[config.mk]
export PLATFORM = sky130hd
export DESIGN_NAME = ins_frame_parser_xor_check_flat
export DESIGN_NICKNAME = d
export VERILOG_FILES = /design/src/rtl/ifpx_pkg.sv /design/src/rtl/ifpx_req_if.sv /design/src/rtl/ifpx_rsp_if.sv /design/src/rtl/ins_frame_parser_xor_check.sv /design/src/rtl/ifpx_front.sv /design/src/rtl/ifpx_job_queue.sv /design/src/rtl/ifpx_back.sv /design/src/flat_wrapper.sv
export VERILOG_INCLUDE_DIRS = /design/src /design/src/rtl
export SDC_FILE = /design/constraint.sdc
export NUM_CORES = 1
export LEC_CHECK = 0
export BUFFER_PORTS_ARGS = -buffer_cell sky130_fd_sc_hd__buf_4
export CAP_MARGIN = 20
export CORE_UTILIZATION = 45
export DETAILED_ROUTE_END_ITERATION = 16
export PLACE_DENSITY = 0.63
export SYNTH_ARGS = -nofsm -noshare
export SYNTH_HDL_FRONTEND = slang
export SYNTH_HIERARCHICAL = 1
export SYNTH_SLANG_ARGS = --single-unit
[constraint.sdc]
create_clock -name clock -period 7 [get_ports clock]
set_input_delay 1.05 -clock clock [delete_from_list [all_inputs] [get_ports clock]]
set_output_delay 1.05 -clock clock [all_outputs]
set_load 0.005 [all_outputs]
[src/rtl/ins_frame_parser_xor_check_assert.svh]
// Assertion macros for the frame parser.
`ifndef INS_FRAME_PARSER_XOR_CHECK_ASSERT_SVH
`define INS_FRAME_PARSER_XOR_CHECK_ASSERT_SVH
`ifndef SYNTH
`define IFPX_ASSERT_IMP(lbl, clk, rst, ante, cons, msg) \
   lbl: assert property (@(posedge clk) disable iff (rst) (ante) |-> (cons)) else $error(msg);
`define IFPX_ASSERT_NXT(lbl, clk, rst, ante, cons, msg) \
   lbl: assert property (@(posedge clk) disable iff (rst) (ante) |=> (cons)) else $error(msg);
`else
`define IFPX_ASSERT_IMP(lbl, clk, rst, ante, cons, msg)
`define IFPX_ASSERT_NXT(lbl, clk, rst, ante, cons, msg)
`endif
`endif

[src/rtl/ifpx_pkg.sv]
// Shared constants, types and helpers of the frame parser.
package ifpx_pkg;

   localparam int FRAME_BYTES   = 58;
   localparam int PAYLOAD_FIRST = 3;
   localparam int PLD_BYTES     = 36;
   localparam int NUM_FIELDS    = 15;
   localparam int QDEPTH        = 2;

   localparam int POS_W     = $clog2(FRAME_BYTES);
   localparam int PLD_OFF_W = $clog2(PLD_BYTES + 1);
   localparam int MEM_DEPTH = 2 * PLD_BYTES;
   localparam int MEM_AW    = $clog2(MEM_DEPTH);
   localparam int QPTR_W    = $clog2(QDEPTH);
   localparam int QCNT_W    = $clog2(QDEPTH + 1);

   localparam logic [7:0] HDR0 = 8'hBD;
   localparam logic [7:0] HDR1 = 8'hDB;
   localparam logic [7:0] HDR2 = 8'h0B;

   localparam logic [3:0] FIRST_WIDE_FIELD = 4'd9;
   localparam logic [3:0] LAST_WIDE_FIELD  = 4'd11;

   localparam logic STATUS_OK  = 1'b0;
   localparam logic STATUS_BAD = 1'b1;

   // one judged frame waiting for the back end
   typedef struct packed {
      logic ok;
      logic bank;
   } job_type;

   // payload store write port
   typedef struct packed {
      logic                 en;
      logic                 bank;
      logic [PLD_OFF_W-1:0] offset;
      logic [7:0]           data;
   } wr_type;

   typedef enum logic [1:0] {
      BK_IDLE,
      BK_READ,
      BK_CAPTURE,
      BK_SEND
   } back_state_type;

   // lat, lon and alt are 32-bit fields
   function automatic logic is_wide_field(input logic [3:0] idx);
      return (idx >= FIRST_WIDE_FIELD) && (idx <= LAST_WIDE_FIELD);
   endfunction

endpackage

[src/rtl/ifpx_req_if.sv]
// Input byte channel.
interface ifpx_req_if;
   logic       valid;
   logic       ready;
   logic [7:0] rx_byte;

   modport source (output valid, output rx_byte, input ready);
   modport sink   (input valid, input rx_byte, output ready);
endinterface

[src/rtl/ifpx_rsp_if.sv]
// Result channel.
interface ifpx_rsp_if;
   logic               valid;
   logic               ready;
   logic [3:0]         field_index;
   logic signed [31:0] field_value;
   logic               frame_status;
   logic               last_of_frame;

   modport source (output valid, output field_index, output field_value,
                   output frame_status, output last_of_frame, input ready);
   modport sink   (input valid, input field_index, input field_value,
                   input frame_status, input last_of_frame, output ready);
endinterface

[src/rtl/ins_frame_parser_xor_check.sv]
// A good frame's fields are read from the payload store byte by byte; an error word is sent straight from idle.
// Throughput: one byte per cycle in while the job queue is not full; fields are read through the
// single read port of the payload store (one byte per read, registered data).
// Two judged frames may wait in the job queue; the input stalls while both are pending.
// Reset (synchronous): hunt restarts, XOR cleared, check enabled, queue emptied; payload not cleared.
`include "ins_frame_parser_xor_check_assert.svh"
module ins_frame_parser_xor_check (
   input  logic        clock,
   input  logic        reset,
   input  logic        csr_wr_en,
   input  logic        csr_wr_data,
   ifpx_req_if.sink    req_ch,
   ifpx_rsp_if.source  rsp_ch
);
   import ifpx_pkg::*;

   logic    q_push, q_pop, q_empty, q_full;
   job_type push_job, head_job;
   wr_type  pld_wr;

   ifpx_front u_front (
      .clock       (clock),
      .reset       (reset),
      .csr_wr_en   (csr_wr_en),
      .csr_wr_data (csr_wr_data),
      .req         (req_ch),
      .q_full      (q_full),
      .q_push      (q_push),
      .q_job       (push_job),
      .pld_wr      (pld_wr)
   );

   ifpx_job_queue u_queue (
      .clock    (clock),
      .reset    (reset),
      .push     (q_push),
      .push_job (push_job),
      .pop      (q_pop),
      .head_job (head_job),
      .empty    (q_empty),
      .full     (q_full)
   );

   ifpx_back u_back (
      .clock    (clock),
      .reset    (reset),
      .pld_wr   (pld_wr),
      .q_empty  (q_empty),
      .head_job (head_job),
      .q_pop    (q_pop),
      .rsp      (rsp_ch)
   );

   `IFPX_ASSERT_IMP(a_no_push_full, clock, reset, q_push, !q_full, "job pushed into full queue")
   `IFPX_ASSERT_IMP(a_no_pop_empty, clock, reset, q_pop, !q_empty, "job popped from empty queue")
   `IFPX_ASSERT_IMP(a_last_pops, clock, reset, rsp_ch.valid && rsp_ch.ready && rsp_ch.last_of_frame, q_pop, "last word of frame did not retire its job")
   `IFPX_ASSERT_IMP(a_err_word, clock, reset, rsp_ch.valid && rsp_ch.frame_status, rsp_ch.last_of_frame && (rsp_ch.field_value == 32'sd0) && (rsp_ch.field_index == 4'd0), "malformed error word")
   `IFPX_ASSERT_NXT(a_full_stalls, clock, reset, q_full && !q_pop, !req_ch.ready, "input not stalled with queue full")

endmodule

[src/rtl/ifpx_front.sv]
// Front end: header hunt, byte position count, XOR check and payload writes.
module ifpx_front (
   input  logic            clock,
   input  logic            reset,
   input  logic            csr_wr_en,
   input  logic            csr_wr_data,
   ifpx_req_if.sink        req,
   input  logic            q_full,
   output logic            q_push,
   output ifpx_pkg::job_type q_job,
   output ifpx_pkg::wr_type  pld_wr
);
   import ifpx_pkg::*;

   logic [POS_W-1:0] pos_ff, pos_in;
   logic [7:0]       xor_ff, xor_in;
   logic             bank_ff, bank_in;
   logic             chk_en_ff;
   logic             accept;
   logic [7:0]       b;

   // stalling every word while two frames wait keeps the write bank free
   assign req.ready = !q_full;
   assign accept    = req.valid && req.ready;
   assign b         = req.rx_byte;

   always_comb begin
      pos_in        = pos_ff;
      xor_in        = xor_ff;
      bank_in       = bank_ff;
      q_push        = 1'b0;
      q_job.ok      = 1'b0;
      q_job.bank    = bank_ff;
      pld_wr.en     = 1'b0;
      pld_wr.bank   = bank_ff;
      pld_wr.offset = PLD_OFF_W'(pos_ff - POS_W'(PAYLOAD_FIRST));
      pld_wr.data   = b;
      if (accept) begin
         if (pos_ff == '0) begin
            if (b == HDR0) begin
               xor_in = HDR0;
               pos_in = POS_W'(1);
            end
         end else if (pos_ff == POS_W'(1) || pos_ff == POS_W'(2)) begin
            if (b == ((pos_ff == POS_W'(1)) ? HDR1 : HDR2)) begin
               xor_in = xor_ff ^ b;
               pos_in = pos_ff + POS_W'(1);
            end else if (b == HDR0) begin
               xor_in = HDR0;
               pos_in = POS_W'(1);
            end else begin
               xor_in = '0;
               pos_in = '0;
            end
         end else if (pos_ff < POS_W'(FRAME_BYTES - 1)) begin
            xor_in = xor_ff ^ b;
            pos_in = pos_ff + POS_W'(1);
            pld_wr.en = (pos_ff < POS_W'(PAYLOAD_FIRST + PLD_BYTES));
         end else begin
            // check byte
            q_push   = 1'b1;
            q_job.ok = !chk_en_ff || (xor_ff == b);
            bank_in  = !bank_ff;
            xor_in   = '0;
            pos_in   = '0;
         end
      end
   end

   always_ff @(posedge clock) begin
      if (reset) begin
         pos_ff    <= '0;
         xor_ff    <= '0;
         bank_ff   <= 1'b0;
         chk_en_ff <= 1'b1;
      end else begin
         pos_ff  <= pos_in;
         xor_ff  <= xor_in;
         bank_ff <= bank_in;
         if (csr_wr_en) begin
            chk_en_ff <= csr_wr_data;
         end
      end
   end

endmodule

[src/rtl/ifpx_job_queue.sv]
// Short FIFO of judged frames between front and back end.
module ifpx_job_queue (
   input  logic              clock,
   input  logic              reset,
   input  logic              push,
   input  ifpx_pkg::job_type push_job,
   input  logic              pop,
   output ifpx_pkg::job_type head_job,
   output logic              empty,
   output logic              full
);
   import ifpx_pkg::*;

   job_type             entries_ff [QDEPTH];
   logic [QPTR_W-1:0]   wr_ptr_ff, wr_ptr_in;
   logic [QPTR_W-1:0]   rd_ptr_ff, rd_ptr_in;
   logic [QCNT_W-1:0]   cnt_ff, cnt_in;
   logic                do_push, do_pop;

   assign empty    = (cnt_ff == '0);
   assign full     = (cnt_ff == QCNT_W'(QDEPTH));
   assign head_job = entries_ff[rd_ptr_ff];
   assign do_push  = push && !full;
   assign do_pop   = pop && !empty;

   always_comb begin
      wr_ptr_in = wr_ptr_ff;
      rd_ptr_in = rd_ptr_ff;
      cnt_in    = cnt_ff;
      if (do_push) begin
         wr_ptr_in = (wr_ptr_ff == QPTR_W'(QDEPTH - 1)) ? '0 : wr_ptr_ff + QPTR_W'(1);
      end
      if (do_pop) begin
         rd_ptr_in = (rd_ptr_ff == QPTR_W'(QDEPTH - 1)) ? '0 : rd_ptr_ff + QPTR_W'(1);
      end
      if (do_push && !do_pop) begin
         cnt_in = cnt_ff + QCNT_W'(1);
      end else if (do_pop && !do_push) begin
         cnt_in = cnt_ff - QCNT_W'(1);
      end
   end

   always_ff @(posedge clock) begin
      if (do_push) begin
         entries_ff[wr_ptr_ff] <= push_job;
      end
   end

   always_ff @(posedge clock) begin
      if (reset) begin
         wr_ptr_ff <= '0;
         rd_ptr_ff <= '0;
         cnt_ff    <= '0;
      end else begin
         wr_ptr_ff <= wr_ptr_in;
         rd_ptr_ff <= rd_ptr_in;
         cnt_ff    <= cnt_in;
      end
   end

endmodule

[src/rtl/ifpx_back.sv]
// Back end: double-banked payload store and field emitter.
module ifpx_back (
   input  logic              clock,
   input  logic              reset,
   input  ifpx_pkg::wr_type  pld_wr,
   input  logic              q_empty,
   input  ifpx_pkg::job_type head_job,
   output logic              q_pop,
   ifpx_rsp_if.source        rsp
);
   import ifpx_pkg::*;

   logic [7:0]           mem [MEM_DEPTH];
   logic [7:0]           rd_data_ff;
   logic [MEM_AW-1:0]    wr_addr, rd_addr;

   back_state_type       state_ff, state_in;
   logic [PLD_OFF_W-1:0] off_ff, off_in;
   logic [3:0]           fidx_ff, fidx_in;
   logic [1:0]           bsel_ff, bsel_in;
   logic [31:0]          acc_ff, acc_in;
   logic [3:0]           idx_ff, idx_in;
   logic [31:0]          val_ff, val_in;
   logic                 stat_ff, stat_in;
   logic                 last_ff, last_in;
   logic                 wide;
   logic                 field_done;

   // bank 1 sits above bank 0
   assign wr_addr = pld_wr.bank ? MEM_AW'(pld_wr.offset) + MEM_AW'(PLD_BYTES)
                                : MEM_AW'(pld_wr.offset);
   assign rd_addr = head_job.bank ? MEM_AW'(off_ff) + MEM_AW'(PLD_BYTES)
                                  : MEM_AW'(off_ff);

   always_ff @(posedge clock) begin
      if (pld_wr.en) begin
         mem[wr_addr] <= pld_wr.data;
      end
      rd_data_ff <= mem[rd_addr];
   end

   assign wide       = is_wide_field(fidx_ff);
   assign field_done = (bsel_ff == (wide ? 2'd3 : 2'd1));

   always_comb begin
      state_in = state_ff;
      unique case (state_ff)
         BK_IDLE: begin
            if (!q_empty) begin
               state_in = head_job.ok ? BK_READ : BK_SEND;
            end
         end
         BK_READ:    state_in = BK_CAPTURE;
         BK_CAPTURE: state_in = field_done ? BK_SEND : BK_READ;
         BK_SEND: begin
            if (rsp.ready) begin
               state_in = last_ff ? BK_IDLE : BK_READ;
            end
         end
         default:    state_in = BK_IDLE;
      endcase
   end

   always_comb begin
      off_in  = off_ff;
      fidx_in = fidx_ff;
      bsel_in = bsel_ff;
      acc_in  = acc_ff;
      idx_in  = idx_ff;
      val_in  = val_ff;
      stat_in = stat_ff;
      last_in = last_ff;
      q_pop   = 1'b0;
      unique case (state_ff)
         BK_IDLE: begin
            off_in  = '0;
            fidx_in = '0;
            bsel_in = '0;
            // error result loads straight away
            idx_in  = '0;
            val_in  = '0;
            stat_in = STATUS_BAD;
            last_in = 1'b1;
         end
         BK_READ: begin
            off_in = off_ff + PLD_OFF_W'(1);
         end
         BK_CAPTURE: begin
            acc_in[{bsel_ff, 3'b000} +: 8] = rd_data_ff;
            if (field_done) begin
               bsel_in = '0;
               idx_in  = fidx_ff;
               val_in  = wide ? acc_in : {{16{acc_in[15]}}, acc_in[15:0]};
               stat_in = STATUS_OK;
               last_in = (fidx_ff == 4'(NUM_FIELDS - 1));
            end else begin
               bsel_in = bsel_ff + 2'd1;
            end
         end
         BK_SEND: begin
            if (rsp.ready) begin
               fidx_in = fidx_ff + 4'd1;
               q_pop   = last_ff;
            end
         end
         default: begin
         end
      endcase
   end

   assign rsp.valid         = (state_ff == BK_SEND);
   assign rsp.field_index   = idx_ff;
   assign rsp.field_value   = val_ff;
   assign rsp.frame_status  = stat_ff;
   assign rsp.last_of_frame = last_ff;

   always_ff @(posedge clock) begin
      off_ff  <= off_in;
      fidx_ff <= fidx_in;
      bsel_ff <= bsel_in;
      acc_ff  <= acc_in;
      idx_ff  <= idx_in;
      val_ff  <= val_in;
      stat_ff <= stat_in;
      last_ff <= last_in;
   end

   always_ff @(posedge clock) begin
      if (reset) begin
         state_ff <= BK_IDLE;
      end else begin
         state_ff <= state_in;
      end
   end

endmodule
[src/flat_wrapper.sv]
// flat-port wrapper written by rule: the top's interface ports become plain ports
module ins_frame_parser_xor_check_flat import ifpx_pkg::*;
  (clock, reset, csr_wr_en, csr_wr_data, req_ch_valid, req_ch_rx_byte, req_ch_ready, rsp_ch_valid, rsp_ch_field_index, rsp_ch_field_value, rsp_ch_frame_status, rsp_ch_last_of_frame, rsp_ch_ready);
  ifpx_req_if req_ch_i ();
  ifpx_rsp_if rsp_ch_i ();
  input  logic clock;
  input  logic reset;
  input  logic csr_wr_en;
  input  logic csr_wr_data;
  input wire logic [$bits(req_ch_i.valid)-1:0] req_ch_valid;
  input wire logic [$bits(req_ch_i.rx_byte)-1:0] req_ch_rx_byte;
  output wire logic [$bits(req_ch_i.ready)-1:0] req_ch_ready;
  output wire logic [$bits(rsp_ch_i.valid)-1:0] rsp_ch_valid;
  output wire logic [$bits(rsp_ch_i.field_index)-1:0] rsp_ch_field_index;
  output wire logic [$bits(rsp_ch_i.field_value)-1:0] rsp_ch_field_value;
  output wire logic [$bits(rsp_ch_i.frame_status)-1:0] rsp_ch_frame_status;
  output wire logic [$bits(rsp_ch_i.last_of_frame)-1:0] rsp_ch_last_of_frame;
  input wire logic [$bits(rsp_ch_i.ready)-1:0] rsp_ch_ready;
  assign req_ch_i.valid = req_ch_valid;
  assign req_ch_i.rx_byte = req_ch_rx_byte;
  assign req_ch_ready = req_ch_i.ready;
  assign rsp_ch_valid = rsp_ch_i.valid;
  assign rsp_ch_field_index = rsp_ch_i.field_index;
  assign rsp_ch_field_value = rsp_ch_i.field_value;
  assign rsp_ch_frame_status = rsp_ch_i.frame_status;
  assign rsp_ch_last_of_frame = rsp_ch_i.last_of_frame;
  assign rsp_ch_i.ready = rsp_ch_ready;
  ins_frame_parser_xor_check u_core (.clock(clock), .reset(reset), .csr_wr_en(csr_wr_en), .csr_wr_data(csr_wr_data), .req_ch(req_ch_i), .rsp_ch(rsp_ch_i));
endmodule
---- Word-level counts from Yosys, hierarchy flattened ----
Memory sizes are Yosys's and may differ from the RTL's. A register that Yosys moved wholly into a read port is not among the register bits.
Cells that the tools add are included.
word-level totals
  bits in writable memories ............... 580
  latch bits .............................. 0
  ROM bits ................................ 0
  flip-flop bits (word level) ............. 104
  memories kept ........................... 2
  logic and storage cells ................. 142
memories
  name                       depth  bits a word  rd ports  clocked after Yosys merged registers in  wr ports  line                  source
  u_core.u_back.mem          72     8            1         1                                        1         ifpx_back.sv:13       logic [7:0] mem [MEM_DEPTH];
  u_core.u_queue.entries_ff  2      2            1         1                                        1         ifpx_job_queue.sv:14  job_type entries_ff [QDEPTH];
operators by class
  multiply operators ...................... 0
  shifts and indexed selects .............. 2
  reduce and logical (&&, ||, !) cells .... 26
  $lt $le $gt $ge ......................... 4
  muxes and demuxes ....................... 61
  div/mod/pow operators ................... 0
  bitwise gates (word level) .............. 4
  $add $sub $neg .......................... 12
  equality and inequality tests ........... 15
operators with widths
  cell                    number
  $mux 32                 2
  $pmux 32 s2             1
  $mux 8                  7
  $bwmux 32               1
  $shift 8x7->32 const A  1
  $shiftx 8x7->32         1
  $mux 6                  5
  $mux 1                  26
  $eq 8x8->1              2
  $mux 2                  8
  $pmux 4 s2              2
  $add 6x6->7 const B     2
  $mux 7                  2
  $add 6x1->6 const B     2
  $lt 6x6->1 const B      2
  $pmux 6 s2              1
  $eq 8x8->1 const B      1
  $mux 4                  2
  $pmux 2 s4              1
  $reduce_and 2->1        4
  $reduce_bool 2->1       4
  $xor 8x8->8             1
  $neg 5->7               1
  $eq 2x2->1 const B      3
  other kinds (23)        42

---- Depth between registers and ports, before layout ----
  depth in word-level cells ............... 10
  depth in mapped cells ................... 12
  depth with buffers taken out ............ 11

---- Hierarchy ----
Netlist, hierarchy kept.
modules (own cells, without submodules)
  module          area an instance (µm²)  sequential area each (µm²)  times used  cells an instance
  ifpx_back       26460.4                 19959.1                     1           1417
  ifpx_front      1373.8                  320.3                       1           171
  ifpx_job_queue  360.3                   220.2                       1           31

---- Worst setup path after synthesis ----
OpenSTA, ideal clock, no wires.
  path type ............................... register to register
  start ................................... register u_core.u_back.fidx_ff[0]
  end ..................................... register u_core.u_back.idx_ff[0] (netlist: u_core/u_back/rsp.field_index[0]), enable pin
  buffers on the path ..................... 0
  data arrival time ....................... 3.045 ns
  slack ................................... 3.521 ns
  stages on the path, launching flop included .. 8
  path through ............................ edfxtp_1 -> inv_1 -> ha_1 -> nor2b_1 -> nor3b_2 -> xnor2_1 -> a21oi_1 -> nor2_1
between the ends
  cells in the longest elaborated chain, start to end .. 6
  elaborated cells on any way between the ends .. 7
  classes of those cells .................. 2 x order compare; 2 x eq/ne; 1 x mux; 2 x reduce/logical
ends and longest elaborated chain
  what                                      line              source
  from (decl)                               ifpx_back.sv:19   logic [3:0] fidx_ff, fidx_in;
  from (signal assigned)                    ifpx_back.sv:119  fidx_ff <= fidx_in;
  $ge 4x4->1 or $le 4x4->1 (tied branches)  ifpx_pkg.sv:50    return (idx >= FIRST_WIDE_FIELD) && (idx <= LAST_WIDE_FIELD);
  $logic_and 1x1->1 (*)                     ifpx_pkg.sv:50
  $mux 2 (*)                                ifpx_back.sv:43   assign field_done = (bsel_ff == (wide ? 2'd3 : 2'd1));
  $eq 2x2->1 (*)                            ifpx_back.sv:43
  $ne 2x2->1 (no line) (*)                  --
  $reduce_and 2->1 (no line) (*)            --
  to (signal assigned)                      ifpx_back.sv:122  idx_ff <= idx_in;
  to (decl)                                 ifpx_back.sv:22   logic [3:0] idx_ff, idx_in;
Mark *: on every way between the ends. The rest lies on a longest branch, timed or not.
A chain may end at the register's enable or synchronous reset.

==> flow_metrics.env <==
export IMPL_numClockSinks=693
export IMPL_num_vias=14900
export IMPL_slew_violations=0
export IMPL_top_level_ports=54
export IMPL_critPathArrivalTime_ns=4.85
export IMPL_rrSetupSlack_ns=2.37
export IMPL_dp_hpwl_mm=39.5
export IMPL_vdd_drop_max_mv=0.183
export IMPL_drive_gt1_share_pct=20.3
export IMPL_crit_type="register to register"
export IMPL_via_per_inst=5.79
export IMPL_drt_pass1_iterations=5
export IMPL_ys_top_cells_by_area="edfxtp_1 (71%), mux4_2 (12%), dfxtp_1 (2.2%), nand2_1 (2.0%), nor2_1 (1.5%)"
export IMPL_drc=0
export IMPL_grt_overflow=0
export IMPL_ys_seq_elements=693
export IMPL_htreeDepth=3
export IMPL_final_setup_tns_ns=0
export IMPL_p_comb_share_pct=1.1
export IMPL_yosysTopAreaCell="edfxtp_1"
export IMPL_end_kind="register"
export IMPL_async_reset_ff_share_pct=0
export IMPL_syn_area_um2=28200
export IMPL_grt_max_degree=148
export IMPL_place_congestion=0.868
export IMPL_setup_violations=0
export IMPL_grt_use_total_pct=21.2
export IMPL_clockBufferDepth=3
export IMPL_period_share_pct=66.1
export IMPL_path_max_fanout=11
export IMPL_dieWidth_um=252
export IMPL_synth_ff_type="edfxtp_1"
export IMPL_ant_nets=0
export IMPL_fp_row_count=91
export IMPL_grt_pass1_vias=15100
export IMPL_fin_util_pct=51.6
export IMPL_dieArea_um2=63700
export IMPL_core_area_um2=61800
export IMPL_finalHoldViolCount=0
export IMPL_ys_top_cells_by_count="edfxtp_1 (662), nand2_1 (151), mux4_2 (147), nor2_1 (109), a21oi_1 (49)"
export IMPL_syn_area_per_cell_um2=17.4
export IMPL_clock_latency_ns=0.61
export IMPL_max_freq_ghz=0.216
export IMPL_worstPathRequired_ns=7.22
export IMPL_start_util_pct=45.6
export IMPL_period_needed_ns=4.63
export IMPL_area_growth_pct=13.2
export IMPL_cts_root_buffer="clkbuf_16"
export IMPL_cts_tree="built"
export IMPL_cts_buffers=71
export IMPL_p_sw_share_pct=19.3
export IMPL_stdcell_area_um2=31900
export IMPL_hold_class="register to register"
export IMPL_p_leak_nw=10.2
export IMPL_antenna_found_initial=0
export IMPL_p_int_w=0.00691
export IMPL_synthCells=1619
export IMPL_clkTransAtPathRegs_ns=0.06
export IMPL_place_ws_ns=2.25
export IMPL_pwr_density_cell_nw_per_um2=268
export IMPL_p_sw_w=0.00166
export IMPL_die_h_um=252
export IMPL_synth_nets=1651
export IMPL_drt_iter0_markers=1559
export IMPL_cts_resized=0
export IMPL_drt_wirelength_per_cell_um=25.5
export IMPL_power_frac_clock_pct=46.0
export IMPL_startpoint_type="register"
export IMPL_max_slew_margin_rel_pct=22.4
export IMPL_max_slew_worst_pin_slew_ns=1.16
export IMPL_portBuffers=53
export IMPL_p_seq_share_pct=52.9
export IMPL_fin_skew_ns=0.0213
export IMPL_nets=1716
export IMPL_yosys_warnings=6
export IMPL_rsz0062_at_grt="false"
export IMPL_maxCapViolCount=0
export IMPL_dpl_cell_area_um2=29400
export IMPL_routed_wl_mm=65.8
export IMPL_seq_area_frac_synth_pct=72.7
export IMPL_synth_top_area_share_pct=70.5
export IMPL_yosysMostFrequentCell="edfxtp_1"
export IMPL_synth_edf_count=662
export IMPL_cts_hold_repair_buffers=0
export IMPL_fin_ws_ns=2.37
export IMPL_status="completed"
export IMPL_grt_pass1_wl_mm=98.2
export IMPL_synth_cell_types=64
export IMPL_post_cts_buffers=0
-- worst max-delay path: stages, from the launching register on --
cell and delay, ns:
dfxtp_1 0.43, inv_1 0.22, ha_1 0.27, nor3_1 0.44, o21ai_1 0.35, a21oi_1 0.41, nor2b_1 0.33, nand3_1 0.85
nor2_1 0.93
-- placed cells by master, fill, tap and decap left out, types with 25 or more instances in the layout --
master / n
nand3_1: 45
nor2_1: 108
dfxtp_1: 31
buf_4: 72
a21oi_1: 49
nand2_1: 151
clkbuf_16: 76
edfxtp_1: 662
a31oi_1: 25
mux2i_1: 27
nand2b_1: 29
mux4_2: 147
inv_1: 35
o21ai_0: 27
-- kinds of logic after synthesis --
| kind of cell | Yosys count | share of synthesized area [%] |
|---|---|---|
| compound gates | 167 | 3.81 |
| xor+xnor | 26 | 0.808 |
| fa+ha+maj | 18 | 0.799 |
| buf+inv | 119 | 2.03 |
| flops | 693 | 72.7 |
| mux | 177 | 12.8 |
| simple gates | 419 | 7.02 |
-- path summary, 6_finish.rpt --
| kind | startpoint | to | depth (start not counted) |
|---|---|---|---|
| worst max-delay path | u_core/u_front/pos_ff[0]$_SDFFE_PP0P_ | u_core/u_back/mem[25][2]$_DFFE_PP_ | 8 |
| worst min-delay path | u_core/u_front/xor_ff[6]$_SDFFE_PP0P_ | u_core/u_front/xor_ff[6]$_SDFFE_PP0P_ | 2 |
| worst max register to register | u_core/u_front/pos_ff[0]$_SDFFE_PP0P_ | u_core/u_back/mem[25][2]$_DFFE_PP_ | 8 |
| worst min register to register | u_core/u_front/xor_ff[6]$_SDFFE_PP0P_ | u_core/u_front/xor_ff[6]$_SDFFE_PP0P_ | 2 |
-- state kept, by name, summed over array words and instances (netlist names), 2 cells and up, named ones only --
signal                         flops
u_core/u_back/rsp.field_index      4
u_core/u_front/pos_ff              6
u_core/u_back/bsel_ff              2
u_core/u_back/state_ff             2
u_core/u_back/rd_data_ff           8
u_core/u_back/fidx_ff              4
u_core/u_front/xor_ff              8
u_core/u_back/rsp.field_value     32
u_core/u_back/acc_ff              32
u_core/u_back/off_ff               6
u_core/u_queue/entries_ff          4
u_core/u_back/mem                576
u_core/u_queue/cnt_ff              2
-- through the flow --
step	instances	power [W]	hold WS, ns
6_report	2579	0.00856	0.467
5_1_grt	2577	0.00878	0.493
4_1_cts	2574	0.00863	0.466
3_5_place_dp	2445	0.00471	0.457
3_3_place_gp	2445	0.00471	0.448
2_1_floorplan	1619	0.00465	0.441
-- layer usage --
metal  share of wire [%]  track usage [%]  vias up
li1                    -                -     6502
met5                   0                0        -
met3                 8.4             4.74      125
met1                  42             29.7     7602
met4                 3.2             7.48        0
met2                  47             32.8      696
-- final cells by class --
cell class,count,area (um2)
Tap cell,837,1050
Inverter,35,131
Antenna cell,2,5.00
Sequential cell,693,20500
Multi-Input combinational cell,807,7160
Timing Repair Buffer,76,597
Clock buffer,88,1950
Fill cell,4883,29900
Clock inverter,41,523
-- power groups by stage --
| stage | logic [W] | clock network, W | registers [W] |
|---|---|---|---|
| 4_1_cts | 0.0000954 | 0.00400 | 0.00453 |
| 3_5_place_dp | 0.0000962 | 0 | 0.00462 |
| 3_3_place_gp | 0.0000957 | 0 | 0.00462 |
| 2_1_floorplan | 0.0000375 | 0 | 0.00462 |
| 5_1_grt | 0.000101 | 0.00416 | 0.00453 |
| 6_report | 0.0000928 | 0.00394 | 0.00453 |
No activity file was read; power rests on OpenSTA's default activity.
